[src/rtl/sbt_pkg.sv]
package sbt_pkg;

  // Default depth of the queue between the lexer front and the result back end.
  localparam int SBT_QDEPTH = 4;

  typedef enum logic [3:0] {
    M_IDLE     = 4'd0,
    M_COMMENT  = 4'd1,
    M_STRING   = 4'd2,
    M_STR_ESC  = 4'd3,
    M_HASH     = 4'd4,
    M_CHARVAL  = 4'd5,
    M_SIGN     = 4'd6,
    M_NUMBER   = 4'd7,
    M_PIPE     = 4'd8,
    M_PIPE_ESC = 4'd9,
    M_SYMBOL   = 4'd10
  } mode_t;

  localparam logic [3:0] K_COMMENT = 4'd0;
  localparam logic [3:0] K_LPAREN  = 4'd1;
  localparam logic [3:0] K_RPAREN  = 4'd2;
  localparam logic [3:0] K_DOT     = 4'd3;
  localparam logic [3:0] K_QUOTE   = 4'd4;
  localparam logic [3:0] K_BQUOTE  = 4'd5;
  localparam logic [3:0] K_STRING  = 4'd6;
  localparam logic [3:0] K_CHAR    = 4'd7;
  localparam logic [3:0] K_NUMBER  = 4'd8;
  localparam logic [3:0] K_SYMBOL  = 4'd9;
  localparam logic [3:0] K_END     = 4'd10;

  localparam logic [1:0] E_NONE    = 2'd0;
  localparam logic [1:0] E_BAD_ESC = 2'd1;
  localparam logic [1:0] E_BAD_CHR = 2'd2;
  localparam logic [1:0] E_OPEN    = 2'd3;

  // One result of the lexer.
  typedef struct packed {
    logic       is_value;
    logic [7:0] value_byte;
    logic [3:0] kind;
    logic [1:0] err;
  } res_t;

  // All results caused by one source byte, in order from slot 0.
  typedef struct packed {
    logic [1:0]     cnt;
    res_t [2:0]     slot;
  } bundle_t;

  // Queue status seen by both sides.
  typedef struct packed {
    logic full;
    logic empty;
  } q_stat_t;

endpackage

[src/rtl/sbt_front.sv]
module sbt_front (
  input  logic              clk,
  input  logic              rst_n,
  input  logic              in_tvalid,
  output logic              in_tready,
  input  logic [7:0]        in_tdata,
  input  sbt_pkg::q_stat_t  q_stat,
  output logic              push_valid,
  output sbt_pkg::bundle_t  push_data
);

  typedef struct packed {
    sbt_pkg::mode_t mode;
    logic           hit;
    sbt_pkg::res_t  res;
  } idle_t;

  sbt_pkg::mode_t   mode_r, mode_nxt;
  logic [7:0]       held_sign_r, held_sign_nxt;
  sbt_pkg::bundle_t bnd;
  idle_t            fi;
  logic [7:0]       b;
  logic             accept;
  logic             digit_b;
  logic             is_stop;

  function automatic sbt_pkg::res_t mk(input logic isv, input logic [7:0] val,
                                       input logic [3:0] kind, input logic [1:0] err);
    sbt_pkg::res_t r;
    r.is_value   = isv;
    r.value_byte = val;
    r.kind       = kind;
    r.err        = err;
    return r;
  endfunction

  function automatic sbt_pkg::bundle_t put(input sbt_pkg::bundle_t bi, input sbt_pkg::res_t r);
    sbt_pkg::bundle_t bo;
    bo = bi;
    bo.slot[bi.cnt] = r;
    bo.cnt = bi.cnt + 2'd1;
    return bo;
  endfunction

  // Lexing a byte that starts a new token.
  function automatic idle_t from_idle(input logic [7:0] c);
    idle_t o;
    o.mode = sbt_pkg::M_IDLE;
    o.hit  = 1'b0;
    o.res  = mk(1'b0, 8'h00, sbt_pkg::K_END, sbt_pkg::E_NONE);
    case (c)
      8'h00: o.hit = 1'b1;
      8'h20, 8'h09, 8'h0D, 8'h0A: o.hit = 1'b0;
      8'h3B: o.mode = sbt_pkg::M_COMMENT;
      8'h28: begin
        o.hit = 1'b1;
        o.res.kind = sbt_pkg::K_LPAREN;
      end
      8'h29: begin
        o.hit = 1'b1;
        o.res.kind = sbt_pkg::K_RPAREN;
      end
      8'h2E: begin
        o.hit = 1'b1;
        o.res.kind = sbt_pkg::K_DOT;
      end
      8'h27: begin
        o.hit = 1'b1;
        o.res.kind = sbt_pkg::K_QUOTE;
      end
      8'h60: begin
        o.hit = 1'b1;
        o.res.kind = sbt_pkg::K_BQUOTE;
      end
      8'h22: o.mode = sbt_pkg::M_STRING;
      8'h23: o.mode = sbt_pkg::M_HASH;
      8'h2B, 8'h2D: o.mode = sbt_pkg::M_SIGN;
      8'h7C: begin
        o.hit  = 1'b1;
        o.res  = mk(1'b1, c, sbt_pkg::K_SYMBOL, sbt_pkg::E_NONE);
        o.mode = sbt_pkg::M_PIPE;
      end
      default: begin
        o.hit = 1'b1;
        if (c inside {[8'h30:8'h39]}) begin
          o.res  = mk(1'b1, c, sbt_pkg::K_NUMBER, sbt_pkg::E_NONE);
          o.mode = sbt_pkg::M_NUMBER;
        end else begin
          o.res  = mk(1'b1, c, sbt_pkg::K_SYMBOL, sbt_pkg::E_NONE);
          o.mode = sbt_pkg::M_SYMBOL;
        end
      end
    endcase
    return o;
  endfunction

  assign b          = in_tdata;
  assign in_tready  = !q_stat.full;
  assign accept     = in_tvalid && in_tready;
  assign push_valid = accept && (bnd.cnt != 2'd0);
  assign push_data  = bnd;
  assign digit_b    = b inside {[8'h30:8'h39]};
  assign is_stop    = b inside {8'h20, 8'h09, 8'h0D, 8'h0A, 8'h28, 8'h29, 8'h3B, 8'h22,
                                8'h27, 8'h60, 8'h7C, 8'h00};
  assign fi         = from_idle(b);

  always_comb begin
    logic [7:0] dec;
    logic       dec_ok;
    bnd           = '0;
    mode_nxt      = mode_r;
    held_sign_nxt = held_sign_r;
    dec_ok        = 1'b1;
    case (b)
      8'h61:   dec = 8'h07;
      8'h62:   dec = 8'h08;
      8'h74:   dec = 8'h09;
      8'h6E:   dec = 8'h0A;
      8'h76:   dec = 8'h0B;
      8'h66:   dec = 8'h0C;
      8'h72:   dec = 8'h0D;
      8'h22:   dec = 8'h22;
      8'h5C:   dec = 8'h5C;
      default: begin
        dec    = 8'h00;
        dec_ok = 1'b0;
      end
    endcase

    case (mode_r)
      sbt_pkg::M_COMMENT: begin
        if (b == 8'h00) begin
          bnd = put(bnd, mk(1'b0, 8'h00, sbt_pkg::K_COMMENT, sbt_pkg::E_OPEN));
          bnd = put(bnd, mk(1'b0, 8'h00, sbt_pkg::K_END, sbt_pkg::E_NONE));
          mode_nxt = sbt_pkg::M_IDLE;
        end else if (b == 8'h0A) begin
          bnd = put(bnd, mk(1'b0, 8'h00, sbt_pkg::K_COMMENT, sbt_pkg::E_NONE));
          mode_nxt = sbt_pkg::M_IDLE;
        end else begin
          bnd = put(bnd, mk(1'b1, b, sbt_pkg::K_COMMENT, sbt_pkg::E_NONE));
        end
      end
      sbt_pkg::M_STRING: begin
        if (b == 8'h00) begin
          bnd = put(bnd, mk(1'b0, 8'h00, sbt_pkg::K_STRING, sbt_pkg::E_OPEN));
          bnd = put(bnd, mk(1'b0, 8'h00, sbt_pkg::K_END, sbt_pkg::E_NONE));
          mode_nxt = sbt_pkg::M_IDLE;
        end else if (b == 8'h22) begin
          bnd = put(bnd, mk(1'b0, 8'h00, sbt_pkg::K_STRING, sbt_pkg::E_NONE));
          mode_nxt = sbt_pkg::M_IDLE;
        end else if (b == 8'h5C) begin
          mode_nxt = sbt_pkg::M_STR_ESC;
        end else begin
          bnd = put(bnd, mk(1'b1, b, sbt_pkg::K_STRING, sbt_pkg::E_NONE));
        end
      end
      sbt_pkg::M_STR_ESC: begin
        if (b == 8'h00) begin
          bnd = put(bnd, mk(1'b0, 8'h00, sbt_pkg::K_STRING, sbt_pkg::E_OPEN));
          bnd = put(bnd, mk(1'b0, 8'h00, sbt_pkg::K_END, sbt_pkg::E_NONE));
          mode_nxt = sbt_pkg::M_IDLE;
        end else if (!dec_ok) begin
          bnd = put(bnd, mk(1'b0, 8'h00, sbt_pkg::K_STRING, sbt_pkg::E_BAD_ESC));
          mode_nxt = sbt_pkg::M_IDLE;
        end else begin
          bnd = put(bnd, mk(1'b1, dec, sbt_pkg::K_STRING, sbt_pkg::E_NONE));
          mode_nxt = sbt_pkg::M_STRING;
        end
      end
      sbt_pkg::M_HASH: begin
        if (b == 8'h00) begin
          bnd = put(bnd, mk(1'b0, 8'h00, sbt_pkg::K_CHAR, sbt_pkg::E_OPEN));
          bnd = put(bnd, mk(1'b0, 8'h00, sbt_pkg::K_END, sbt_pkg::E_NONE));
          mode_nxt = sbt_pkg::M_IDLE;
        end else if (b == 8'h5C) begin
          mode_nxt = sbt_pkg::M_CHARVAL;
        end else begin
          bnd = put(bnd, mk(1'b0, 8'h00, sbt_pkg::K_CHAR, sbt_pkg::E_BAD_CHR));
          mode_nxt = sbt_pkg::M_IDLE;
        end
      end
      sbt_pkg::M_CHARVAL: begin
        if (b == 8'h00) begin
          bnd = put(bnd, mk(1'b0, 8'h00, sbt_pkg::K_CHAR, sbt_pkg::E_OPEN));
          bnd = put(bnd, mk(1'b0, 8'h00, sbt_pkg::K_END, sbt_pkg::E_NONE));
        end else begin
          bnd = put(bnd, mk(1'b1, b, sbt_pkg::K_CHAR, sbt_pkg::E_NONE));
          bnd = put(bnd, mk(1'b0, 8'h00, sbt_pkg::K_CHAR, sbt_pkg::E_NONE));
        end
        mode_nxt = sbt_pkg::M_IDLE;
      end
      sbt_pkg::M_SIGN: begin
        held_sign_nxt = 8'h00;
        if (digit_b) begin
          bnd = put(bnd, mk(1'b1, held_sign_r, sbt_pkg::K_NUMBER, sbt_pkg::E_NONE));
          bnd = put(bnd, mk(1'b1, b, sbt_pkg::K_NUMBER, sbt_pkg::E_NONE));
          mode_nxt = sbt_pkg::M_NUMBER;
        end else begin
          // A lone sign becomes the first byte of a plain symbol.
          bnd = put(bnd, mk(1'b1, held_sign_r, sbt_pkg::K_SYMBOL, sbt_pkg::E_NONE));
          if (!is_stop) begin
            bnd = put(bnd, mk(1'b1, b, sbt_pkg::K_SYMBOL, sbt_pkg::E_NONE));
            mode_nxt = sbt_pkg::M_SYMBOL;
          end else begin
            bnd = put(bnd, mk(1'b0, 8'h00, sbt_pkg::K_SYMBOL, sbt_pkg::E_NONE));
            mode_nxt = fi.mode;
            if (fi.hit) begin
              bnd = put(bnd, fi.res);
            end
          end
        end
      end
      sbt_pkg::M_NUMBER: begin
        if (digit_b) begin
          bnd = put(bnd, mk(1'b1, b, sbt_pkg::K_NUMBER, sbt_pkg::E_NONE));
        end else begin
          bnd = put(bnd, mk(1'b0, 8'h00, sbt_pkg::K_NUMBER, sbt_pkg::E_NONE));
          mode_nxt = fi.mode;
          if (fi.hit) begin
            bnd = put(bnd, fi.res);
          end
          if (fi.mode == sbt_pkg::M_SIGN) begin
            held_sign_nxt = b;
          end
        end
      end
      sbt_pkg::M_PIPE: begin
        if (b == 8'h00) begin
          bnd = put(bnd, mk(1'b0, 8'h00, sbt_pkg::K_SYMBOL, sbt_pkg::E_OPEN));
          bnd = put(bnd, mk(1'b0, 8'h00, sbt_pkg::K_END, sbt_pkg::E_NONE));
          mode_nxt = sbt_pkg::M_IDLE;
        end else if (b == 8'h7C) begin
          bnd = put(bnd, mk(1'b1, b, sbt_pkg::K_SYMBOL, sbt_pkg::E_NONE));
          bnd = put(bnd, mk(1'b0, 8'h00, sbt_pkg::K_SYMBOL, sbt_pkg::E_NONE));
          mode_nxt = sbt_pkg::M_IDLE;
        end else if (b == 8'h5C) begin
          mode_nxt = sbt_pkg::M_PIPE_ESC;
        end else begin
          bnd = put(bnd, mk(1'b1, b, sbt_pkg::K_SYMBOL, sbt_pkg::E_NONE));
        end
      end
      sbt_pkg::M_PIPE_ESC: begin
        if (b == 8'h00) begin
          bnd = put(bnd, mk(1'b0, 8'h00, sbt_pkg::K_SYMBOL, sbt_pkg::E_OPEN));
          bnd = put(bnd, mk(1'b0, 8'h00, sbt_pkg::K_END, sbt_pkg::E_NONE));
          mode_nxt = sbt_pkg::M_IDLE;
        end else begin
          bnd = put(bnd, mk(1'b1, b, sbt_pkg::K_SYMBOL, sbt_pkg::E_NONE));
          mode_nxt = sbt_pkg::M_PIPE;
        end
      end
      sbt_pkg::M_SYMBOL: begin
        if (!is_stop) begin
          bnd = put(bnd, mk(1'b1, b, sbt_pkg::K_SYMBOL, sbt_pkg::E_NONE));
        end else begin
          bnd = put(bnd, mk(1'b0, 8'h00, sbt_pkg::K_SYMBOL, sbt_pkg::E_NONE));
          mode_nxt = fi.mode;
          if (fi.hit) begin
            bnd = put(bnd, fi.res);
          end
        end
      end
      default: begin
        mode_nxt = fi.mode;
        if (fi.hit) begin
          bnd = put(bnd, fi.res);
        end
        if (fi.mode == sbt_pkg::M_SIGN) begin
          held_sign_nxt = b;
        end
      end
    endcase
  end

  always_ff @(posedge clk) begin
    if (!rst_n) begin
      mode_r      <= sbt_pkg::M_IDLE;
      held_sign_r <= 8'h00;
    end else if (accept) begin
      mode_r      <= mode_nxt;
      held_sign_r <= held_sign_nxt;
    end
  end

endmodule

[src/rtl/sbt_queue.sv]
module sbt_queue #(
  parameter int DEPTH = sbt_pkg::SBT_QDEPTH
) (
  input  logic              clk,
  input  logic              rst_n,
  input  logic              push_valid,
  input  sbt_pkg::bundle_t  push_data,
  input  logic              pop,
  output sbt_pkg::bundle_t  pop_data,
  output sbt_pkg::q_stat_t  q_stat
);

  localparam int PW = (DEPTH > 1) ? $clog2(DEPTH) : 1;
  localparam int CW = $clog2(DEPTH + 1);

  sbt_pkg::bundle_t entry_r [DEPTH];
  logic [PW-1:0]    wr_ptr_r, wr_ptr_nxt;
  logic [PW-1:0]    rd_ptr_r, rd_ptr_nxt;
  logic [CW-1:0]    count_r, count_nxt;
  logic             do_push, do_pop;

  assign q_stat.full  = (count_r == CW'(DEPTH));
  assign q_stat.empty = (count_r == '0);
  assign do_push      = push_valid && !q_stat.full;
  assign do_pop       = pop && !q_stat.empty;
  assign pop_data     = entry_r[rd_ptr_r];

  always_comb begin
    wr_ptr_nxt = wr_ptr_r;
    rd_ptr_nxt = rd_ptr_r;
    count_nxt  = count_r;
    if (do_push) begin
      wr_ptr_nxt = (wr_ptr_r == PW'(DEPTH - 1)) ? '0 : wr_ptr_r + PW'(1);
    end
    if (do_pop) begin
      rd_ptr_nxt = (rd_ptr_r == PW'(DEPTH - 1)) ? '0 : rd_ptr_r + PW'(1);
    end
    if (do_push && !do_pop) begin
      count_nxt = count_r + CW'(1);
    end else if (do_pop && !do_push) begin
      count_nxt = count_r - CW'(1);
    end
  end

  always_ff @(posedge clk) begin
    if (!rst_n) begin
      wr_ptr_r <= '0;
      rd_ptr_r <= '0;
      count_r  <= '0;
    end else begin
      wr_ptr_r <= wr_ptr_nxt;
      rd_ptr_r <= rd_ptr_nxt;
      count_r  <= count_nxt;
    end
  end

  always_ff @(posedge clk) begin
    if (do_push) begin
      entry_r[wr_ptr_r] <= push_data;
    end
  end

endmodule

[src/rtl/sbt_back.sv]
module sbt_back (
  input  logic              clk,
  input  logic              rst_n,
  input  sbt_pkg::q_stat_t  q_stat,
  input  sbt_pkg::bundle_t  pop_data,
  output logic              pop,
  output logic              out_tvalid,
  input  logic              out_tready,
  output logic [15:0]       out_tdata,
  output logic [4:0]        out_tuser,
  output logic              out_tlast
);

  sbt_pkg::bundle_t cur_r, cur_nxt;
  logic             cur_valid_r, cur_valid_nxt;
  logic [1:0]       idx_r, idx_nxt;
  sbt_pkg::res_t    res;
  logic             last;
  logic             out_accept;

  assign res        = cur_r.slot[idx_r];
  assign last       = (idx_r == cur_r.cnt - 2'd1);
  assign out_accept = out_tvalid && out_tready;
  assign out_tvalid = cur_valid_r;
  assign out_tdata  = {6'd0, res.err, res.value_byte};
  assign out_tuser  = {res.kind, res.is_value};
  assign out_tlast  = last;
  assign pop        = !q_stat.empty && (!cur_valid_r || (out_accept && last));

  always_comb begin
    cur_nxt       = cur_r;
    cur_valid_nxt = cur_valid_r;
    idx_nxt       = idx_r;
    if (pop) begin
      cur_nxt       = pop_data;
      cur_valid_nxt = 1'b1;
      idx_nxt       = 2'd0;
    end else if (out_accept) begin
      if (last) begin
        cur_valid_nxt = 1'b0;
      end else begin
        idx_nxt = idx_r + 2'd1;
      end
    end
  end

  always_ff @(posedge clk) begin
    if (!rst_n) begin
      cur_valid_r <= 1'b0;
      idx_r       <= 2'd0;
    end else begin
      cur_valid_r <= cur_valid_nxt;
      idx_r       <= idx_nxt;
    end
  end

  always_ff @(posedge clk) begin
    cur_r <= cur_nxt;
  end

endmodule

[src/rtl/sexpr_byte_tokenizer.sv]
// Path: the results of a source byte are written into the queue as one bundle, then loaded
// into the back end's bundle register, from which they are offered on the output.
// Throughput: one source byte per cycle while results keep up; the output moves one result
// beat per cycle while out_tready is high, so a byte with two or three results takes as many beats.
// The front lexer state is updated once per accepted byte; the queue depth sets the slack.
// Reset: synchronous, active low; the lexer returns to idle and the queue and output empty.
module sexpr_byte_tokenizer #(
  parameter int QDEPTH = sbt_pkg::SBT_QDEPTH
) (
  input  logic        clk,
  input  logic        rst_n,
  // Source byte stream.
  input  logic        in_tvalid,
  output logic        in_tready,
  input  logic [7:0]  in_tdata,   // [7:0] char_in
  // Result stream, one result per beat.
  output logic        out_tvalid,
  input  logic        out_tready,
  output logic [15:0] out_tdata,  // [7:0] value_byte, [9:8] err_code, [15:10] zero
  output logic [4:0]  out_tuser,  // [0] is_value, [4:1] token_kind
  output logic        out_tlast   // last_of_run: last result caused by one source byte
);

  // The front classifies each source byte and collects all of its results into one
  // bundle. Bytes that cause no result (whitespace, opening quotes and escapes) leave
  // nothing in the queue.
  sbt_pkg::q_stat_t q_stat;
  sbt_pkg::bundle_t push_data;
  sbt_pkg::bundle_t pop_data;
  logic             push_valid;
  logic             pop;

  sbt_front u_front (
    .clk        (clk),
    .rst_n      (rst_n),
    .in_tvalid  (in_tvalid),
    .in_tready  (in_tready),
    .in_tdata   (in_tdata),
    .q_stat     (q_stat),
    .push_valid (push_valid),
    .push_data  (push_data)
  );

  // The queue decouples the lexer from a stalled output.
  sbt_queue #(
    .DEPTH (QDEPTH)
  ) u_queue (
    .clk        (clk),
    .rst_n      (rst_n),
    .push_valid (push_valid),
    .push_data  (push_data),
    .pop        (pop),
    .pop_data   (pop_data),
    .q_stat     (q_stat)
  );

  // The back end holds one bundle and sends its results one beat at a time. The next
  // bundle is loaded in the cycle the last beat of the current one is taken.
  sbt_back u_back (
    .clk        (clk),
    .rst_n      (rst_n),
    .q_stat     (q_stat),
    .pop_data   (pop_data),
    .pop        (pop),
    .out_tvalid (out_tvalid),
    .out_tready (out_tready),
    .out_tdata  (out_tdata),
    .out_tuser  (out_tuser),
    .out_tlast  (out_tlast)
  );

  // The front must never offer a bundle the queue cannot hold.
  a_no_overflow: assert property (@(posedge clk) disable iff (!rst_n)
    q_stat.full |-> !push_valid)
    else $error("bundle pushed into a full queue");

  // A waiting bundle always leads to a presented beat in the next cycle.
  a_queue_drains: assert property (@(posedge clk) disable iff (!rst_n)
    !q_stat.empty |=> out_tvalid)
    else $error("queued results not presented");

  // Error beats are records: no value flag and a zero value byte.
  a_err_is_record: assert property (@(posedge clk) disable iff (!rst_n)
    (out_tvalid && (out_tdata[9:8] != sbt_pkg::E_NONE)) |->
      (!out_tuser[0] && (out_tdata[7:0] == 8'h00)))
    else $error("error code on a value beat");

endmodule
[config.mk]
export PLATFORM = sky130hd
export DESIGN_NAME = sexpr_byte_tokenizer
export DESIGN_NICKNAME = d
export VERILOG_FILES = /design/src/rtl/sbt_pkg.sv /design/src/rtl/sbt_front.sv /design/src/rtl/sbt_queue.sv /design/src/rtl/sbt_back.sv /design/src/rtl/sexpr_byte_tokenizer.sv
export SDC_FILE = /design/constraint.sdc
export NUM_CORES = 1
export LEC_CHECK = 0
export BUFFER_PORTS_ARGS = -buffer_cell sky130_fd_sc_hd__buf_2
export CORE_ASPECT_RATIO = 1.75
export CORE_MARGIN = 2
export CORE_UTILIZATION = 60
export CTS_CLUSTER_DIAMETER = 50
export DETAILED_ROUTE_END_ITERATION = 10
export PLACE_DENSITY = 0.85
export SLEW_MARGIN = 20
export SYNTH_ARGS = -nofsm -noshare
export SYNTH_HDL_FRONTEND = slang
export SYNTH_HIERARCHICAL = 1
export SYNTH_SLANG_ARGS = --single-unit
[constraint.sdc]
create_clock -name clk -period 6.34 [get_ports clk]
set_input_delay 1.268 -clock clk [delete_from_list [all_inputs] [get_ports clk]]
set_output_delay 1.268 -clock clk [all_outputs]
set_load 0.01 [all_outputs]
==> metrics.yaml <==
layout:
  nets: 863
  drive_gt1_share_pct: 18.18
  area_growth_pct: 8.032
  diodes: 0
worst_setup_path:
  crit_top_cell: "a31oi_1"
  cp_slowest_cell: "or4b_1"
  crit_cells: 15
  r2r-end: "u_queue/count_r[2]"
  cp_top_family: "simple AND/OR/NAND/NOR gates"
  crit_end: "u_queue/count_r[2]"
  critPathArrivalTime_ps: 5520
  rr_startpoint: "u_front/mode_r[3]"
  cp_cell_sequence: "buf_2, or4b_1, nor4_1, or4_1, nor2_1, nor3_1, a31oi_1, a31oi_1, nor2b_1, ha_1, inv_1, fa_1, xor2_1, or3_1, a21boi_0"
  critical_path.max_fanout: 18
  r2r_slack_ps: 2270
  crit_start: "in_tdata[5]"
  critPathBufInv: 2
  setup.worst_path.end_class: "flop"
  required_ps: 6760
  cp-start-kind: "primary input"
  critical_path_class: "in -> reg"
  cp_slowest_stage_delay_ps: 550
  reg2reg_depth: 15
drt:
  finalWirelength_microns: 28160
  drt-initial-drc-count: 796
  wl_per_cell_microns: 25.62
  vias_per_cell: 6.673
  first_pass_iters: 8
  route.vias.total: 7334
  drtAntennaViolNets: 0
  drt_drc_violations_left: 0
clock_network:
  numCtsBuffers: 21
  htree_levels: 1
  postCtsSetupBuffers: 0
  root_buffer: "clkbuf_16"
  clk_path_buf_depth: 3
  holdBufCountCts: 0
  clk_latency_ps: 490
  ctsResizeCount: 0
  cts_tree: "done"
  clkTransAtPathRegs_ps: 70
  cts.sinks: 259
sta:
  slew_viol_final: 0
  fin_crit_ps: 5103
  setup_viol: 0
  worst_slew_pin_slew_ps: 1048
  fin_worst_skew_ps: 13.08
  fmax_mhz: 196.0
  rsz0062_at_grt: "false"
  finalCritPeriodShare_pct: 80.49
  setup_tns_ps: 0
  hold_viol: 0
  max-slew-margin-rel_pct: 29.58
min_path:
  hold_path_class: "reg -> reg"
  hp-start: "u_front/held_sign_r[1]"
synthesis:
  synth_cells: 824
  synth.avg_cell_area_sq_um: 14.33
  muxShareOfSynthArea_pct: 10.78
  synthAdderAreaFrac_pct: 0.8901
  yosys.area.top_type: "edfxtp_1"
  yosys_warnings: 6
  synth.area.top_cells: "edfxtp_1, mux4_2, dfxtp_1"
  synth_commonest_cells: "edfxtp_1, nand2_1, o21ai_0, mux4_2, nor2_1"
  synth-compound-area-share_pct: 9.230
  syn-cell-area_sq_um: 11810
  synth_xor_area_share_pct: 0.5828
  yosysSeqAreaShare_pct: 63.83
  synth-seq-cells: 259
  synth_ff_type: "edfxtp_1"
  synth_simple_gate_area_share_pct: 10.81
  async_reset_ff_share_pct: 0
  synth_top_family_by_area: "simple AND/OR/NAND/NOR gates"
  synth_edf_count: 235
  synth.distinct_cells: 82
  synth_top_area_share_pct: 59.76
  yosysMostFrequentCell: "edfxtp_1"
floorplan:
  die_y_microns: 189.6
  io-pin-count: 36
  dieWidth_microns: 110.0
  rows: 67
  fp.dieArea_sq_um: 20860
  start_util_pct: 61.51
  core_sq_um: 19200
global_routing:
  grt_pass1_wl_microns: 43520
  gr-total-overflow: 0
  grt_max_degree: 49
  grt_pass1_vias: 7489
  antenna_found_initial: 0
  grt_use_total_pct: 28.22
placement:
  dpl.hpwl_microns: 18240
  numPortBuffers: 29
  gp_congestion: 1.015
pwr:
  p_leak_nw: 4.233
  power_density_nw_per_um2: 448.5
  power_mw: 5.721
  pwr-share-comb_pct: 29.1
  pwr-share-clk_pct: 22.5
  p_int_mw: 3.900
  swShare_pct: 31.83
  switchingPower_mw: 1.821
  irDropWorstVdd_mv: 0.3510
  share_seq_of_total_power_pct: 48.3
run_status:
  status: "finished, final reports clean"
run:
  maxCapViolCount: 0
per-stage QoR:
stage	cells	util [%]	setup slack (ps)	hold WS, ps	area, sq um
global placement	1062	62.93	969.2	454.6	12080
global route	1099	66.45	899.1	495.0	12760
CTS	1099	66.45	1311	471.9	12760
finish	1099	66.45	1237	472.8	12760
detailed placement	1062	62.93	788.9	462.4	12080
floorplan	835	-	952.2	441.4	11850
how the worst min path moves through the flow:
| stage | to | slack (ps) | cells past startpoint |
|---|---|---|---|
| after floorplan | u_front/held_sign_r[1] | 440 | 2 |
| after global placement | u_front/held_sign_r[1] | 450 | 2 |
| after detailed placement | u_front/held_sign_r[1] | 460 | 2 |
| after CTS | u_front/held_sign_r[1] | 470 | 2 |
| after global routing | u_front/held_sign_r[1] | 490 | 2 |
| final | u_front/held_sign_r[1] | 470 | 2 |
kinds of logic (layout without fill, tap and decap cells):
family / after synthesis / in the layout
xor+xnor: 7 / 7
flops: 259 / 259
compound gates: 168 / 168
buf+inv: 77 / 100
mux: 68 / 68
other cells: 2 / 13
simple gates: 235 / 235
fa+ha+maj: 8 / 8
layer usage:
layer | global-route usage, % | routed length (microns) | part of all wire [%] | up-vias
li1 | - | - | - | 3216
met5 | 0 | 0 | 0 | -
met4 | 13.83 | 1581 | 5.6 | 0
met2 | 48.80 | 14820 | 53 | 379
met1 | 34.38 | 10190 | 36 | 3630
met3 | 3.529 | 1568 | 5.6 | 109
placed cells by master (no fill, tap or decap), types with 6 or more instances in the layout:
cell type / n
a211oi_1: 6
a21boi_0: 8
a21oi_1: 30
a31oi_1: 8
and2_1: 13
and3_1: 7
buf_2: 29
buf_4: 19
clkbuf_16: 21
clkinv_2: 6
conb_1: 13
dfxtp_1: 22
edfxtp_1: 235
ha_1: 6
inv_1: 13
mux2i_1: 20
mux4_2: 47
nand2_1: 68
nand2b_1: 10
nand3_1: 23
nand4_1: 6
nor2_1: 39
nor2b_1: 15
nor3_1: 8
o21ai_0: 54
sequential cells by signal, summed over array words and instances, names as in the netlist, named ones only:
| signal | cells |
|---|---|
| u_back/cur_r | 47 |
| u_back/idx_r | 2 |
| u_back/out_tvalid | 1 |
| u_front/held_sign_r | 8 |
| u_front/mode_r | 4 |
| u_queue/count_r | 3 |
| u_queue/entry_r | 188 |
| u_queue/rd_ptr_r | 2 |
| u_queue/wr_ptr_r | 2 |
power groups by stage:
stage / clock (mW) / combinational, mW / sequential [mW]
floorplan: 0 / 1.25 / 2.66
global placement: 0 / 1.57 / 2.76
detailed placement: 0 / 1.62 / 2.79
CTS: 1.31 / 1.64 / 2.78
global route: 1.36 / 1.79 / 2.82
finish: 1.29 / 1.67 / 2.77
worst min-delay path, delay by kind of cell, from the launching register on:
kind | cells | cell delay [ps]
simple gates | 1 | 50
flops | 1 | 310
compound gates | 1 | 60
area by class of cell:
type                            instances  area [sq um]
Clock buffer                           26         564.3
Fill cell                            1298          6441
Inverter                               14         52.55
Timing Repair Buffer                   49         307.8
Clock inverter                         11         110.1
Sequential cell                       259          7542
Multi-Input combinational cell        499          3877
Tap cell                              241         301.5
Note: power is estimated with default switching activity, not from simulation.
